==> config.mk <==
export PLATFORM = sky130hd
export DESIGN_NAME = classifier_threshold_sweep
export DESIGN_NICKNAME = d
export VERILOG_FILES = /design/src/design/cts_pkg.sv /design/src/design/classifier_threshold_sweep.sv /design/src/design/cts_div.sv
export VERILOG_INCLUDE_DIRS = /design/src /design/src/design
export SDC_FILE = /design/constraint.sdc
export NUM_CORES = 1
export LEC_CHECK = 0
export BUFFER_PORTS_ARGS = -buffer_cell sky130_fd_sc_hd__clkbuf_2
export CORE_ASPECT_RATIO = 0.8
export CORE_MARGIN = 1
export CORE_UTILIZATION = 39
export DETAILED_ROUTE_END_ITERATION = 10
export PLACE_DENSITY_LB_ADDON = 0.3
export SYNTH_ARGS = -nofsm -noshare
export SYNTH_HDL_FRONTEND = slang
export SYNTH_SLANG_ARGS = --single-unit
==> constraint.sdc <==
create_clock -name i_clk -period 23.4 [get_ports i_clk]
set_input_delay 3.51 -clock i_clk [delete_from_list [all_inputs] [get_ports i_clk]]
set_output_delay 3.51 -clock i_clk [all_outputs]
set_load 0.1 [all_outputs]
==> src/design/assert_macros.svh <==
// assertion macros shared by the rtl files
`ifndef ASSERT_MACROS_SVH
`define ASSERT_MACROS_SVH

// implication checked every cycle outside reset
`define CTS_ASSERT_IMP(label, clk, rst_n, ante, cons, msg) \
    label: assert property (@(posedge clk) disable iff (!rst_n) (ante) |-> (cons)) \
        else $error(msg);

// next-cycle implication checked outside reset
`define CTS_ASSERT_NEXT(label, clk, rst_n, ante, cons, msg) \
    label: assert property (@(posedge clk) disable iff (!rst_n) (ante) |=> (cons)) \
        else $error(msg);

`endif

==> src/design/cts_pkg.sv <==
// package: types, constants and codes for the threshold sweep block
`default_nettype none
package cts_pkg;
    localparam int MAX_SAMPLES_DEF = 1024;
    localparam int THRESHOLD_COUNT_DEF = 21;
    localparam int SCORE_FULL = 10000;
    localparam int SCORE_W = 14;
    localparam int CNT_W = 11;
    localparam int Q_W = 17;
    localparam int PCT_W = 7;

    localparam logic [1:0] MODE_ADD = 2'd0;
    localparam logic [1:0] MODE_REPORT = 2'd1;
    localparam logic [1:0] MODE_CLEAR = 2'd2;
    localparam logic [1:0] MODE_UNUSED = 2'd3;

    typedef struct packed {
        logic [1:0]         mode;
        logic               label;
        logic [SCORE_W-1:0] score;
    } t_in;

    typedef struct packed {
        logic [PCT_W-1:0] threshold_pct;
        logic [CNT_W-1:0] true_pos;
        logic [CNT_W-1:0] false_pos;
        logic [CNT_W-1:0] true_neg;
        logic [CNT_W-1:0] false_neg;
        logic [Q_W-1:0]   precision_q;
        logic [Q_W-1:0]   recall_q;
        logic [Q_W-1:0]   specificity_q;
        logic [Q_W-1:0]   fp_rate_q;
        logic [Q_W-1:0]   f1_q;
        logic [Q_W-1:0]   balanced_acc_q;
        logic             last;
    } t_out;

    // divider handshake between the sequencer and the divider
    typedef struct packed {
        logic            start;
        logic [CNT_W:0]  num;
        logic [CNT_W:0]  den;
    } t_div_req;

    typedef struct packed {
        logic            done;
        logic [Q_W-1:0]  quo;
    } t_div_rsp;
endpackage
`default_nettype wire

==> src/design/classifier_threshold_sweep.sv <==
// Threshold sweep of a confusion matrix, one request at a time. An add request reads the
// bucket counter from a memory with a registered read and writes it back in the next
// cycle, with forwarding for back-to-back hits on the same bucket. A clear request sweeps
// both bucket memories; the same sweep runs after reset before the first request is taken.
// A report walks the buckets from the top down, then per threshold runs four serial
// divisions of 28 quotient steps each and presents the result, waiting for the output to
// be taken. The input waits while a clear or a report is in progress.
`default_nettype none
module classifier_threshold_sweep #(
    parameter int THRESHOLD_COUNT = cts_pkg::THRESHOLD_COUNT_DEF
) (
    input  wire           i_clk,
    input  wire           i_rst_n,
    input  wire           i_valid,
    output logic          o_ready,
    input  cts_pkg::t_in  i_data,
    output logic          o_valid,
    input  wire           i_ready,
    output cts_pkg::t_out o_data
);
    localparam int CW = cts_pkg::CNT_W;
    localparam int TW = 17;
    localparam int PW = cts_pkg::PCT_W;
    localparam int AW = $clog2(THRESHOLD_COUNT);
    localparam int TOP = THRESHOLD_COUNT - 1;
    localparam int RK = 28;
    localparam int MW = 22;
    localparam int BW = cts_pkg::SCORE_W + MW;
    localparam longint BMUL = ((longint'(TOP) << RK) + longint'(cts_pkg::SCORE_FULL - 1))
        / longint'(cts_pkg::SCORE_FULL);
    localparam int PCT_STEP = 100 / TOP;
    localparam int PCT_REM = 100 % TOP;

    typedef enum logic [7:0] {
        S_IDLE  = 8'b0000_0001,
        S_CLR   = 8'b0000_0010,
        S_RD    = 8'b0000_0100,
        S_ACC   = 8'b0000_1000,
        S_DIV   = 8'b0001_0000,
        S_WAIT  = 8'b0010_0000,
        S_OUT   = 8'b0100_0000,
        S_RDK   = 8'b1000_0000
    } t_state;

    t_state r_state;
    logic [CW:0]   mem_pos [THRESHOLD_COUNT];
    logic [CW:0]   mem_neg [THRESHOLD_COUNT];
    logic [CW:0]   r_rd_pos, r_rd_neg;
    logic [TW-1:0] r_total;
    logic          r_wr_en, r_wr_lab;
    logic [AW-1:0] r_wr_addr, r_addr;
    logic [AW-1:0] w_rd_addr, w_bucket;
    logic [CW:0]   w_cur_pos, w_cur_neg;
    logic [CW:0]   r_pos_all, r_neg_all, r_tp, r_fp;
    logic [AW-1:0] r_k;
    logic [PW-1:0] r_pct;
    logic [6:0]    r_pct_rem;
    logic [7:0]    w_pct_sum;
    logic [1:0]    r_dsel;
    logic [cts_pkg::Q_W-1:0] r_prec, r_rec, r_spec;
    logic          r_acc_pipe;
    cts_pkg::t_div_req w_req;
    cts_pkg::t_div_rsp w_rsp;
    logic [BW-1:0] w_mul;
    logic          w_take;

    assign o_ready = (r_state == S_IDLE) && !o_valid;
    assign w_take  = i_valid && o_ready;

    // bucket = min(score,full)*TOP/full via a rounded-up reciprocal, exact over the score range
    always_comb begin
        logic [cts_pkg::SCORE_W-1:0] s;
        s = (i_data.score > cts_pkg::SCORE_W'(cts_pkg::SCORE_FULL))
            ? cts_pkg::SCORE_W'(cts_pkg::SCORE_FULL) : i_data.score;
        w_mul = BW'(s) * BW'(BMUL);
        w_bucket = w_mul[RK +: AW];
    end

    assign w_rd_addr = (r_state == S_IDLE) ? w_bucket : r_addr;

    // threshold percent steps by 100/TOP with the remainder carried
    assign w_pct_sum = {1'b0, r_pct_rem} + 8'(PCT_REM);

    // add: read at accept, write back next cycle; forward a hit on the same bucket
    logic r_hit_fwd;
    always_ff @(posedge i_clk) begin
        r_rd_pos <= mem_pos[w_rd_addr];
        r_rd_neg <= mem_neg[w_rd_addr];
        r_hit_fwd <= r_wr_en && (r_wr_addr == w_rd_addr);
        if (r_state == S_CLR) begin
            mem_pos[r_addr] <= '0;
            mem_neg[r_addr] <= '0;
        end else if (r_wr_en) begin
            if (r_wr_lab) mem_pos[r_wr_addr] <= w_cur_pos + 1'b1;
            else          mem_neg[r_wr_addr] <= w_cur_neg + 1'b1;
        end
    end

    logic [CW:0] r_fwd_pos, r_fwd_neg;
    always_ff @(posedge i_clk) begin
        r_fwd_pos <= w_cur_pos + (r_wr_lab ? 1'b1 : 1'b0);
        r_fwd_neg <= w_cur_neg + (r_wr_lab ? 1'b0 : 1'b1);
    end
    assign w_cur_pos = r_hit_fwd ? r_fwd_pos : r_rd_pos;
    assign w_cur_neg = r_hit_fwd ? r_fwd_neg : r_rd_neg;

    always_comb begin
        w_req.start = 1'b0;
        w_req.num   = '0;
        w_req.den   = '0;
        if (r_state == S_DIV) begin
            w_req.start = 1'b1;
            case (r_dsel)
                2'd0: begin w_req.num = r_tp; w_req.den = r_tp + r_fp; end
                2'd1: begin w_req.num = r_tp; w_req.den = r_pos_all; end
                2'd2: begin
                    w_req.num = r_neg_all - r_fp;
                    w_req.den = r_neg_all;
                end
                default: begin
                    w_req.num = {r_tp[CW-1:0], 1'b0};
                    w_req.den = {r_tp[CW-1:0], 1'b0} + r_fp + (r_pos_all - r_tp);
                end
            endcase
        end
    end

    cts_div u_div (.i_clk(i_clk), .i_rst_n(i_rst_n), .i_req(w_req), .o_rsp(w_rsp));

    always_ff @(posedge i_clk) begin
        if (!i_rst_n) begin
            r_state <= S_CLR;
            r_addr  <= '0;
            r_total <= '0;
            r_wr_en <= 1'b0;
            o_valid <= 1'b0;
            r_acc_pipe <= 1'b0;
        end else begin
            r_wr_en <= 1'b0;
            if (o_valid && i_ready) begin
                o_valid <= 1'b0;
                if (o_data.last) r_state <= S_IDLE;
                else begin
                    // bucket k drops out of the at-or-above sums for the next threshold
                    r_tp <= r_tp - w_cur_pos;
                    r_fp <= r_fp - w_cur_neg;
                    r_k <= r_k + 1'b1;
                    r_addr <= r_addr + 1'b1;
                    if (w_pct_sum >= 8'(TOP)) begin
                        r_pct_rem <= 7'(w_pct_sum - 8'(TOP));
                        r_pct <= r_pct + PW'(PCT_STEP + 1);
                    end else begin
                        r_pct_rem <= w_pct_sum[6:0];
                        r_pct <= r_pct + PW'(PCT_STEP);
                    end
                    r_state <= S_RDK;
                end
            end
            case (r_state)
                S_IDLE: begin
                    if (w_take) begin
                        case (i_data.mode)
                            cts_pkg::MODE_ADD: begin
                                if (r_total < TW'(cts_pkg::MAX_SAMPLES_DEF)) begin
                                    r_wr_en   <= 1'b1;
                                    r_wr_addr <= w_bucket;
                                    r_wr_lab  <= i_data.label;
                                    r_total   <= r_total + 1'b1;
                                end
                            end
                            cts_pkg::MODE_CLEAR: begin
                                r_state <= S_CLR;
                                r_addr  <= '0;
                                r_total <= '0;
                            end
                            cts_pkg::MODE_REPORT: begin
                                r_state <= S_RD;
                                r_addr  <= AW'(TOP);
                                r_tp <= '0;
                                r_fp <= '0;
                                r_acc_pipe <= 1'b0;
                            end
                            default: ;
                        endcase
                    end
                end
                S_CLR: begin
                    r_addr <= r_addr + 1'b1;
                    if (r_addr == AW'(TOP)) r_state <= S_IDLE;
                end
                S_RD: begin
                    // read top down; data appears next cycle
                    r_acc_pipe <= 1'b1;
                    if (r_acc_pipe) begin
                        r_tp <= r_tp + w_cur_pos;
                        r_fp <= r_fp + w_cur_neg;
                    end
                    if (r_addr == '0) r_state <= S_ACC;
                    else r_addr <= r_addr - 1'b1;
                end
                S_ACC: begin
                    // address stays at bucket 0, so its counts are on hand for the first step
                    r_tp <= r_tp + w_cur_pos;
                    r_fp <= r_fp + w_cur_neg;
                    r_pos_all <= r_tp + w_cur_pos;
                    r_neg_all <= r_fp + w_cur_neg;
                    r_k <= '0;
                    r_pct <= '0;
                    r_pct_rem <= '0;
                    r_state <= S_RDK;
                end
                S_RDK: begin
                    r_dsel <= 2'd0;
                    r_state <= S_DIV;
                end
                S_DIV: r_state <= S_WAIT;
                S_WAIT: begin
                    if (w_rsp.done) begin
                        r_dsel <= r_dsel + 1'b1;
                        case (r_dsel)
                            2'd0: begin r_prec <= w_rsp.quo; r_state <= S_DIV; end
                            2'd1: begin r_rec  <= w_rsp.quo; r_state <= S_DIV; end
                            2'd2: begin r_spec <= w_rsp.quo; r_state <= S_DIV; end
                            default: begin
                                o_valid <= 1'b1;
                                o_data.threshold_pct <= r_pct;
                                o_data.true_pos  <= r_tp[CW-1:0];
                                o_data.false_pos <= r_fp[CW-1:0];
                                o_data.true_neg  <= CW'(r_neg_all - r_fp);
                                o_data.false_neg <= CW'(r_pos_all - r_tp);
                                o_data.precision_q <= r_prec;
                                o_data.recall_q    <= r_rec;
                                o_data.specificity_q <= r_spec;
                                o_data.fp_rate_q <= 17'd65536 - r_spec;
                                o_data.f1_q <= w_rsp.quo;
                                o_data.balanced_acc_q <= 17'((18'(r_rec) + 18'(r_spec)) >> 1);
                                o_data.last <= (r_k == AW'(TOP));
                                r_state <= S_OUT;
                            end
                        endcase
                    end
                end
                S_OUT: ;
                default: r_state <= S_IDLE;
            endcase
        end
    end

    `include "assert_macros.svh"
    `CTS_ASSERT_IMP(a_no_take_busy, i_clk, i_rst_n, r_state != S_IDLE, !o_ready, "ready while busy")
    `CTS_ASSERT_IMP(a_total_cap, i_clk, i_rst_n, 1'b1, r_total <= TW'(cts_pkg::MAX_SAMPLES_DEF), "total over cap")
    `CTS_ASSERT_NEXT(a_out_hold, i_clk, i_rst_n, o_valid && !i_ready, o_valid, "result dropped")
endmodule
`default_nettype wire

==> src/design/cts_div.sv <==
// restoring divider: (num << 16) / den, one quotient bit per cycle, 0 on zero den
`default_nettype none
module cts_div (
    input  wire              i_clk,
    input  wire              i_rst_n,
    input  cts_pkg::t_div_req i_req,
    output cts_pkg::t_div_rsp o_rsp
);
    localparam int NW = cts_pkg::CNT_W + 1;
    localparam int QW = cts_pkg::Q_W;
    localparam int STEPS = NW + 16;

    logic [NW:0]      r_rem, n_rem;
    logic [NW-1:0]    r_den;
    logic [STEPS-1:0] r_shf, n_shf;
    logic [5:0]       r_cnt;
    logic             r_busy, r_done, r_zero;
    logic [NW:0]      w_try;

    always_comb begin
        w_try = {r_rem[NW-1:0], r_shf[STEPS-1]};
        n_shf = {r_shf[STEPS-2:0], 1'b0};
        if (w_try >= {1'b0, r_den}) begin
            n_rem = w_try - {1'b0, r_den};
            n_shf[0] = 1'b1;
        end else begin
            n_rem = w_try;
        end
    end

    always_ff @(posedge i_clk) begin
        if (!i_rst_n) begin
            r_busy <= 1'b0;
            r_done <= 1'b0;
            r_cnt  <= '0;
        end else begin
            r_done <= 1'b0;
            if (i_req.start) begin
                r_busy <= 1'b1;
                r_cnt  <= '0;
                r_rem  <= '0;
                r_shf  <= {i_req.num, 16'd0};
                r_den  <= i_req.den;
                r_zero <= (i_req.den == '0);
            end else if (r_busy) begin
                r_rem <= n_rem;
                r_shf <= n_shf;
                r_cnt <= r_cnt + 6'd1;
                if (r_cnt == 6'(STEPS - 1)) begin
                    r_busy <= 1'b0;
                    r_done <= 1'b1;
                end
            end
        end
    end

    // quotient bits collect in the low end of the shifter
    assign o_rsp.done = r_done;
    assign o_rsp.quo  = r_zero ? '0 : r_shf[QW-1:0];

    `include "assert_macros.svh"
    `CTS_ASSERT_NEXT(a_div_done, i_clk, i_rst_n, r_done, !r_busy, "divider busy after done")
    `CTS_ASSERT_IMP(a_div_start, i_clk, i_rst_n, i_req.start, !r_busy, "divider restarted")
endmodule
`default_nettype wire

==> results_dict.tcl, run 1 <==
set metrics [dict create \
    critical_path_end_type "flip-flop" \
    placed_cells 5112 \
    cap_violations 0 \
    final_hold_viol_count 0 \
    synthToLayoutAreaGrowth_pct 13.0 \
    worst_ep_required_time_ns 23.99 \
    fin_tns_setup_ns 0 \
    p_leak_nw 19.2 \
    grt_setup_unrepaired "no" \
    htree_num_levels 3 \
    outcome "complete, but fails checks" \
    initial_core_util 0.394 \
    report.power.total_w 0.00485 \
    tritoncts_num_sinks 924 \
    synth_area_leaders "edfxtp_1 55%, ha_1 7.5%, mux2i_1 5.0%" \
    overall_die_height_um 307 \
    worst_hold_slack_ns 0.417 \
    synth_cells 3481 \
    tritoncts "yes" \
    layoutNonFillerInstCount 5287 \
    ioPinCount 177 \
    synth-edff-count 834 \
    postCtsSetupRepairBufs 0 \
    mappedNetlistArea_um2 45300 \
    yosys.area_share.adder 0.105 \
    clkTransAtPathRegs_ns 0.06 \
    synthSimpleGateAreaFrac 0.0851 \
    cts_hold_buffers_added 0 \
    yosys-mux-area-fraction 0.0616 \
    globalplace.congestion 0.899 \
    share_of_yosys_cell_area_claimed_by_the_top_area_cell_type 0.553 \
    xor_and_xnor_area_share_after_synthesis 0.0381 \
    std_cell_rows 111 \
    grt_most_used_layer "met1" \
    cp-start-kind "input pin" \
    cp_max_fo 113 \
    number_of_nets_at_the_end_of_the_flow 4043 \
    met3_resource_use_gr 0.0409 \
    final_clock_period_utilization_by_the_worst_path 0.495 \
    drt-wirelength-per-cell_um 21.0 \
    grtUsageMet1 0.291 \
    final.setup_skew_ns 0.0419 \
    first_pass_iters 9 \
    fin_max_slew_vios 0 \
    floorplan.die_area_um2 117000 \
    grt_pass1_vias 26800 \
    time_the_final_worst_path_needs_with_i_o_delays_and_setup_ns 11.59 \
    path_class "in -> reg" \
    setup_viol_count_final 0 \
    final_routed_wirelength_um 111000 \
    ys_seq_elements 924 \
    share_of_cells_above_drive_strength_1 0.124 \
    fillers 10400 \
    buffers_added_on_ports 176 \
    clockBufferDepth 3 \
    timing.max_slew.rel_slack 0.0891 \
    die_width_um 383 \
    synth_seq_area_share 0.593 \
    grt_use_total 0.189 \
    arrival_ns 12.18 \
    detail_route.iter0.violations 2498 \
    resize_count_post_cts 0 \
    antenna-diode-count 0 \
    cts_made_buffers 94 \
    placeableCoreArea_um2 115000 \
    vdd.ir_drop.worst_mv 0.0741 \
    ys.warnings.count 0 \
    synth_compound_area_frac 0.0803 \
    synth-async-reset-ratio 0 \
    power_per_cell_area_nw_per_um2 94.9 \
    clock_latency_ns 0.71 \
    post_synth.cell_area_avg_um2 13.0 \
    synth_cell_types 83 \
    wire_length_of_the_first_global_routing_pass_um 169000 \
    worst-slew-pin-transition_ns 1.36 \
    dpl.hpwl_um 77600 \
    grt_overflow_total 0 \
    maximum_number_of_pins_on_one_net_before_global_route_repair 114 \
    fmax_ghz 0.0863 \
    synth_largest_area_cell "edfxtp_1" \
    globalRouteMet2Util 0.271 \
    antenna_found_initial 0 \
    dominant_register_cell_in_the_synthesized_netlist "edfxtp_1" \
    drc 23 \
    ctsRootBufferMaster "clkbuf_16" \
    routed-via-count 27900 \
    postSynthNetCount 3841 \
    violations "DRC" \
    route.antenna.remaining_nets 0 \
    combinational_family_with_the_most_area_after_synthesis "adder cells" \
    via_density_per_instance 5.28 \
    hold_class "reg -> reg" \
]
==> state kept, by name, summed over array words and instances (netlist names), 12 cells and up <==
register     cells
r_fp            12
r_tp            12
r_pos_all       12
mem_neg        252
u_div.r_den     12
r_fwd_pos       12
u_div.r_shf     28
r_prec          17
o_data         153
u_div.r_rem     12
r_rd_pos        12
r_neg_all       12
r_fwd_neg       12
r_rec           17
r_total         17
r_spec          17
r_rd_neg        12
mem_pos        252
==> worst max-delay path: stages <==
cell      delay [ns]
clkbuf_2        0.09
o41a_1          0.43
o311a_1         0.43
or2_2           0.37
ha_1            0.29
inv_1           0.05
fa_1            0.53
inv_1           0.06
fa_1            0.54
inv_1           0.06
fa_1            0.41
inv_1           0.08
fa_1            0.42
ha_1            0.35
and3_1          0.20
a221oi_1        0.70
o21ai_0         0.18
a31oi_1         0.29
and3_1          0.24
nor3_2          0.06
a21oi_4         0.15
buf_12          0.60
buf_4           0.78
nor2_2          0.36
a221oi_1        0.40
a22oi_1         0.17
a22oi_1         0.20
==> power breakdown <==
part	internal [W]	total (W)	switching [W]
registers	0.00190	0.00196	0.0000629
clock network	0.000895	0.00155	0.000653
logic	0.000506	0.00134	0.000835
==> synthesized netlist by cell type, drive strengths merged (11+ instances only) <==
cell type    n
or2         12
a221oi      33
edfxtp     834
nand4       13
nand2      268
ha         271
o21ai       75
a211oi      27
xnor2      140
nand3       84
a21oi      164
o21bai      24
a31oi       31
nand2b      23
a21boi      11
a22oi       35
buf         43
clkbuf      84
fa          68
nor3        43
nor2b       40
mux4        21
and3        13
dfxtp       90
o22ai       23
nor2       264
mux2i      228
xor2        57
inv        259
a21o        31
and2        42
==> kinds of logic (layout without fill, tap and decap cells) <==
kind of cell	count (synthesis)	in the layout
flops	924	924
simple gates	843	843
compound gates	537	537
buf+inv	387	668
fa+ha+maj	340	340
mux	252	252
xor+xnor	197	197
other cells	1	1
==> cells in the final DEF, fill, tap and decap left out, types with 11 or more instances in the layout <==
cell type,n
and3_1,13
a21boi_0,11
a31oi_1,31
a221oi_1,33
buf_4,56
edfxtp_1,834
mux2i_1,226
nor2_2,18
nor3_1,41
o22ai_1,23
clkbuf_1,20
clkinv_2,14
mux4_2,21
or2_2,11
bufinv_16,11
xor2_1,57
a211oi_2,20
clkbuf_16,95
o21bai_1,24
nand4_1,13
nand2b_1,23
a22oi_1,35
fa_1,68
clkinv_1,14
dfxtp_1,90
nand2_1,268
and2_1,41
a21oi_1,160
clkbuf_2,176
xnor2_1,140
nor2_1,245
nor2b_1,40
ha_1,270
o21ai_0,75
inv_1,259
a21o_1,30
nand3_1,84
==> per-stage QoR <==
step | util | worst slack, ns | area (um^2)
2_1_floorplan | - | 13.34 | 45300
3_3_place_gp | 0.417 | 11.33 | 47900
3_5_place_dp | 0.417 | 11.25 | 47900
4_1_cts | 0.445 | 12.00 | 51100
5_1_grt | 0.445 | 11.31 | 51100
6_report | 0.445 | 11.81 | 51100
==> path summary, 6_finish.rpt <==
kind | start | end | slack [ns] | cells past startpoint
worst max-delay path | i_data[3] | r_rd_neg[9]$_DFF_P_ | 11.81 | 27
worst min-delay path | r_prec[0]$_DFFE_PP_ | o_data[86]$_DFFE_PP_ | 0.42 | 0
worst max register to register | r_tp[1]$_DFFE_PP_ | u_div.r_zero$_DFFE_PP_ | 17.70 | 22
worst min register to register | r_prec[0]$_DFFE_PP_ | o_data[86]$_DFFE_PP_ | 0.42 | 0
==> metal layers <==
metal	share of wire	vias to the layer above
li1	-	13100
met5	0	-
met4	0.017	0
met3	0.080	119
met1	0.48	13700
met2	0.42	975
==> area by class of cell <==
class | instances | area (um^2) | share of cell area
Sequential cell | 924 | 26800 | 0.525
Multi-Input combinational cell | 2170 | 16900 | 0.330
Tap cell | 1525 | 1910 | 0.0373
Clock inverter | 54 | 667 | 0.0130
Inverter | 260 | 976 | 0.0191
Clock buffer | 121 | 2530 | 0.0496
Timing Repair Buffer | 233 | 1320 | 0.0258
Power figures use the tool's default switching activity.
==> run 2: changes to the inputs <==
--- a/config.mk
+++ b/config.mk
@@ -6,6 +6,7 @@
 export SDC_FILE = /design/constraint.sdc
 export NUM_CORES = 1
 export LEC_CHECK = 0
+export ABC_AREA = 1
 export BUFFER_PORTS_ARGS = -buffer_cell sky130_fd_sc_hd__clkbuf_2
 export CORE_ASPECT_RATIO = 0.8
 export CORE_MARGIN = 1
==> constraint.sdc (replaced) <==
create_clock -name i_clk -period 11.85 [get_ports i_clk]
set_input_delay 1.7775 -clock i_clk [delete_from_list [all_inputs] [get_ports i_clk]]
set_output_delay 1.7775 -clock i_clk [all_outputs]
set_load 0.1 [all_outputs]
==> run 2 against run 1 <==
Effect of this change: the run now ends clean; critical path depth is 10 higher; largest power group unchanged; worst setup slack lost 9.2 ns; combinational power is 150% higher; power grew 110%; clock skew is 0.017 ns lower; synthesized cell count increased by 27%; area after synthesis rose by 2.6%; routed wire length grew 9.3%; via count increased by 17%; worst hold slack gained 0.0025 ns; global-route usage increased by 0.90 points; count of clock-buffer cells in the layout is 4 higher.
==> results_dict.tcl, run 2 <==
set metrics [dict create \
    mappedNetlistArea_um2 46400 \
    via_density_per_instance 5.25 \
    grt_setup_unrepaired "no" \
    cp-start-kind "input pin" \
    drt-wirelength-per-cell_um 19.6 \
    fin_max_slew_vios 0 \
    ys_seq_elements 924 \
    route.antenna.remaining_nets 0 \
    cp_max_fo 216 \
    postSynthNetCount 4768 \
    setup_slack_ns 2.58 \
    synth-async-reset-ratio 0 \
    cp_slowest_stage_delay_ns 0.71 \
    arrival_ns 9.87 \
    tritoncts "yes" \
    synth_seq_area_share 0.578 \
    vdd.ir_drop.worst_mv 0.174 \
    mostFrequentLayoutCells "842 x nand2_1, 834 x edfxtp_1, 647 x nand3_1, 479 x inv_1, 271 x ha_1" \
    outcome "finished clean" \
    timing.hold.worst_path_depth 0 \
    cts_hold_buffers_added 0 \
    synthMostInstantiatedCell "nand2_1" \
    hold_class "reg -> reg" \
    holdCritStartpoint "r_prec[10]$_DFFE_PP_" \
    dpl.hpwl_um 80400 \
    timing.hold.worst_endpoint "o_data[96]$_DFFE_PP_" \
    share_of_yosys_cell_area_claimed_by_the_top_area_cell_type 0.539 \
    floorplan.die_area_um2 120000 \
    cts_made_buffers 93 \
    setup_viol_count_final 0 \
    grt_use_total 0.198 \
    dominant_register_cell_in_the_synthesized_netlist "edfxtp_1" \
    grt_pass1_vias 30900 \
    critical_path_end_type "flip-flop" \
    globalplace.congestion 0.890 \
    detail_route.iter0.violations 2820 \
    time_the_final_worst_path_needs_with_i_o_delays_and_setup_ns 9.27 \
    synth_area_leaders "edfxtp_1 54%, ha_1 7.3%, nand3_1 7.0%" \
    final_clock_period_utilization_by_the_worst_path 0.782 \
    share_of_cells_above_drive_strength_1 0.101 \
    ctsRootBufferMaster "clkbuf_16" \
    cap_violations 0 \
    overall_die_height_um 311 \
    first_pass_iters 8 \
    final_routed_wirelength_um 121000 \
    initial_core_util 0.396 \
    tritoncts_num_sinks 924 \
    synthToLayoutAreaGrowth_pct 12.3 \
    critical_path.reg2reg.startpoint "r_tp[1]$_DFFE_PP_" \
    pre_cts_slack_ns 1.95 \
    synth_cell_types 64 \
    rrSetupSlack_ns 6.72 \
    grt_overflow_total 0 \
    antenna_found_initial 4 \
    path_common_cell "inv_1" \
    p_leak_nw 20.6 \
    synth-edff-count 834 \
    reg.largest.list "mem_neg x252, mem_pos x252, o_data x153" \
    clock_latency_ns 0.69 \
    clockBufferDepth 3 \
    placeableCoreArea_um2 117000 \
    timing.max_slew.rel_slack 0.137 \
    final.setup_skew_ns 0.0251 \
    worst_ep_required_time_ns 12.45 \
    routed-wl-met3_um 10100 \
    cp_top_family "adder cells" \
    resize_count_post_cts 0 \
    routed-via-count 32600 \
    critical_path.reg2reg.endpoint "u_div.r_den[11]$_DFFE_PP_" \
    ys.warnings.count 0 \
    post_synth.cell_area_avg_um2 10.5 \
    clkTransAtPathRegs_ns 0.06 \
    buffers_added_on_ports 176 \
    drc 0 \
    die_width_um 388 \
    routed_met1_length_um 56400 \
    report.power.total_w 0.0101 \
    path_class "in -> reg" \
    htree_num_levels 3 \
    std_cell_rows 112 \
    fin_tns_setup_ns 0 \
    ys_top_cells_by_count "846 x nand2_1, 834 x edfxtp_1, 647 x nand3_1, 479 x inv_1, 271 x ha_1" \
    critical_path_buf_inv_count 9 \
    fmax_ghz 0.108 \
    ioPinCount 177 \
    layout.cells.most_common "nand2_1" \
    power_per_cell_area_nw_per_um2 194 \
    antenna-diode-count 0 \
    final_hold_viol_count 0 \
    top_signal_layer_used "met5" \
    dr_wl_met2_um 52100 \
    synth_cells 4408 \
    reg2regPathDepth 21 \
    timing.critical_path.slowest_stage_cell "buf_12" \
    postCtsSetupRepairBufs 0 \
    worst_hold_slack_ns 0.419 \
    fillers 10900 \
    wire_length_of_the_first_global_routing_pass_um 185000 \
    synth_largest_area_cell "edfxtp_1" \
    worst-slew-pin-transition_ns 1.29 \
    maximum_number_of_pins_on_one_net_before_global_route_repair 217 \
    number_of_nets_at_the_end_of_the_flow 4950 \
]
## run 2: cell count changes after synthesis, moves of 30 or more
cell / change
xor2_1: +51
a21oi_1: +30
nand2_1: +578
mux2i_1: -225
nor2b_1: -40
buf_2: +47
and2_1: -41
inv_1: +220
a22oi_1: -32
o21ai_0: +76
xnor2_1: -102
nand3_1: +563
## run 2: final cells by class
| class | instances | area [um^2] | share of cell area |
|---|---|---|---|
| flip-flops and latches | 924 | 26800 | 0.515 |
| well taps | 1539 | 1930 | 0.0369 |
| multi-input cells | 2834 | 17100 | 0.328 |
| clock buffers | 125 | 2540 | 0.0487 |
| repair buffers | 249 | 1470 | 0.0281 |
| inverters | 488 | 1830 | 0.0351 |
| clock inverters | 43 | 449 | 0.00861 |
## run 2: worst max path at each step
stage,start,end,slack [ns],cells after the start
3_3_place_gp,i_data[13],r_rd_pos[11]$_DFF_P_,2.09,36
4_1_cts,i_data[13],r_rd_pos[11]$_DFF_P_,2.68,36
5_1_grt,i_data[13],r_rd_pos[11]$_DFF_P_,2.10,36
6_report,i_data[13],r_rd_pos[11]$_DFF_P_,2.58,37
2_1_floorplan,i_rst_n,o_data[0]$_DFFE_PP_,2.76,3
3_5_place_dp,i_data[13],r_rd_pos[11]$_DFF_P_,1.95,36
## run 2: per-stage QoR
stage | utilization | cells | cell area [um^2]
final | 0.445 | 6202 | 52200
after global routing | 0.445 | 6202 | 52200
after CTS | 0.445 | 6202 | 52200
after detailed placement | 0.419 | 6034 | 49200
after global placement | 0.419 | 6034 | 49200
after floorplan | - | 4408 | 46400
## run 2: routing by layer
metal  global-route usage  vias up
met5                    0        -
met4               0.0513        4
met3               0.0448      193
met2                0.297     1212
met1                0.289    15600
li1                     -    15500
## run 2: cell families (layout without fill, tap and decap cells)
| kind of cell | Yosys count | after routing | share of synthesized area |
|---|---|---|---|
| simple gates | 1874 | 1874 | 0.176 |
| compound gates | 471 | 471 | 0.0566 |
| mux | 3 | 3 | 0.000647 |
| fa+ha+maj | 339 | 339 | 0.102 |
| other cells | 1 | 1 | 0.0000808 |
| xor+xnor | 146 | 146 | 0.0275 |
| buf+inv | 650 | 905 | 0.0583 |
| flops | 924 | 924 | 0.578 |
## run 2: worst register-to-register path: stages, from the launching register on
cell and delay [ns]:
edfxtp_1 0.81, inv_1 0.32, fa_1 0.54, xor2_1 0.31, inv_1 0.09, fa_1 0.49, inv_1 0.07, fa_1 0.47
nand3_1 0.13, nand2_1 0.06, nand2_1 0.08, nand2_1 0.06, a21oi_1 0.19, nor2_1 0.07, o21ai_0 0.15, nand2_1 0.11
a21oi_1 0.15, o21bai_1 0.10, nand2_1 0.08, nand2_1 0.04, o21ai_0 0.40, nor2_1 0.12
## run 2: where the power goes
part           internal (W)  leakage (nW)  switching (W)
registers           0.00376          7.64       0.000130
logic               0.00108          11.5        0.00223
clock network       0.00166          1.45        0.00127
total               0.00650          20.6        0.00363
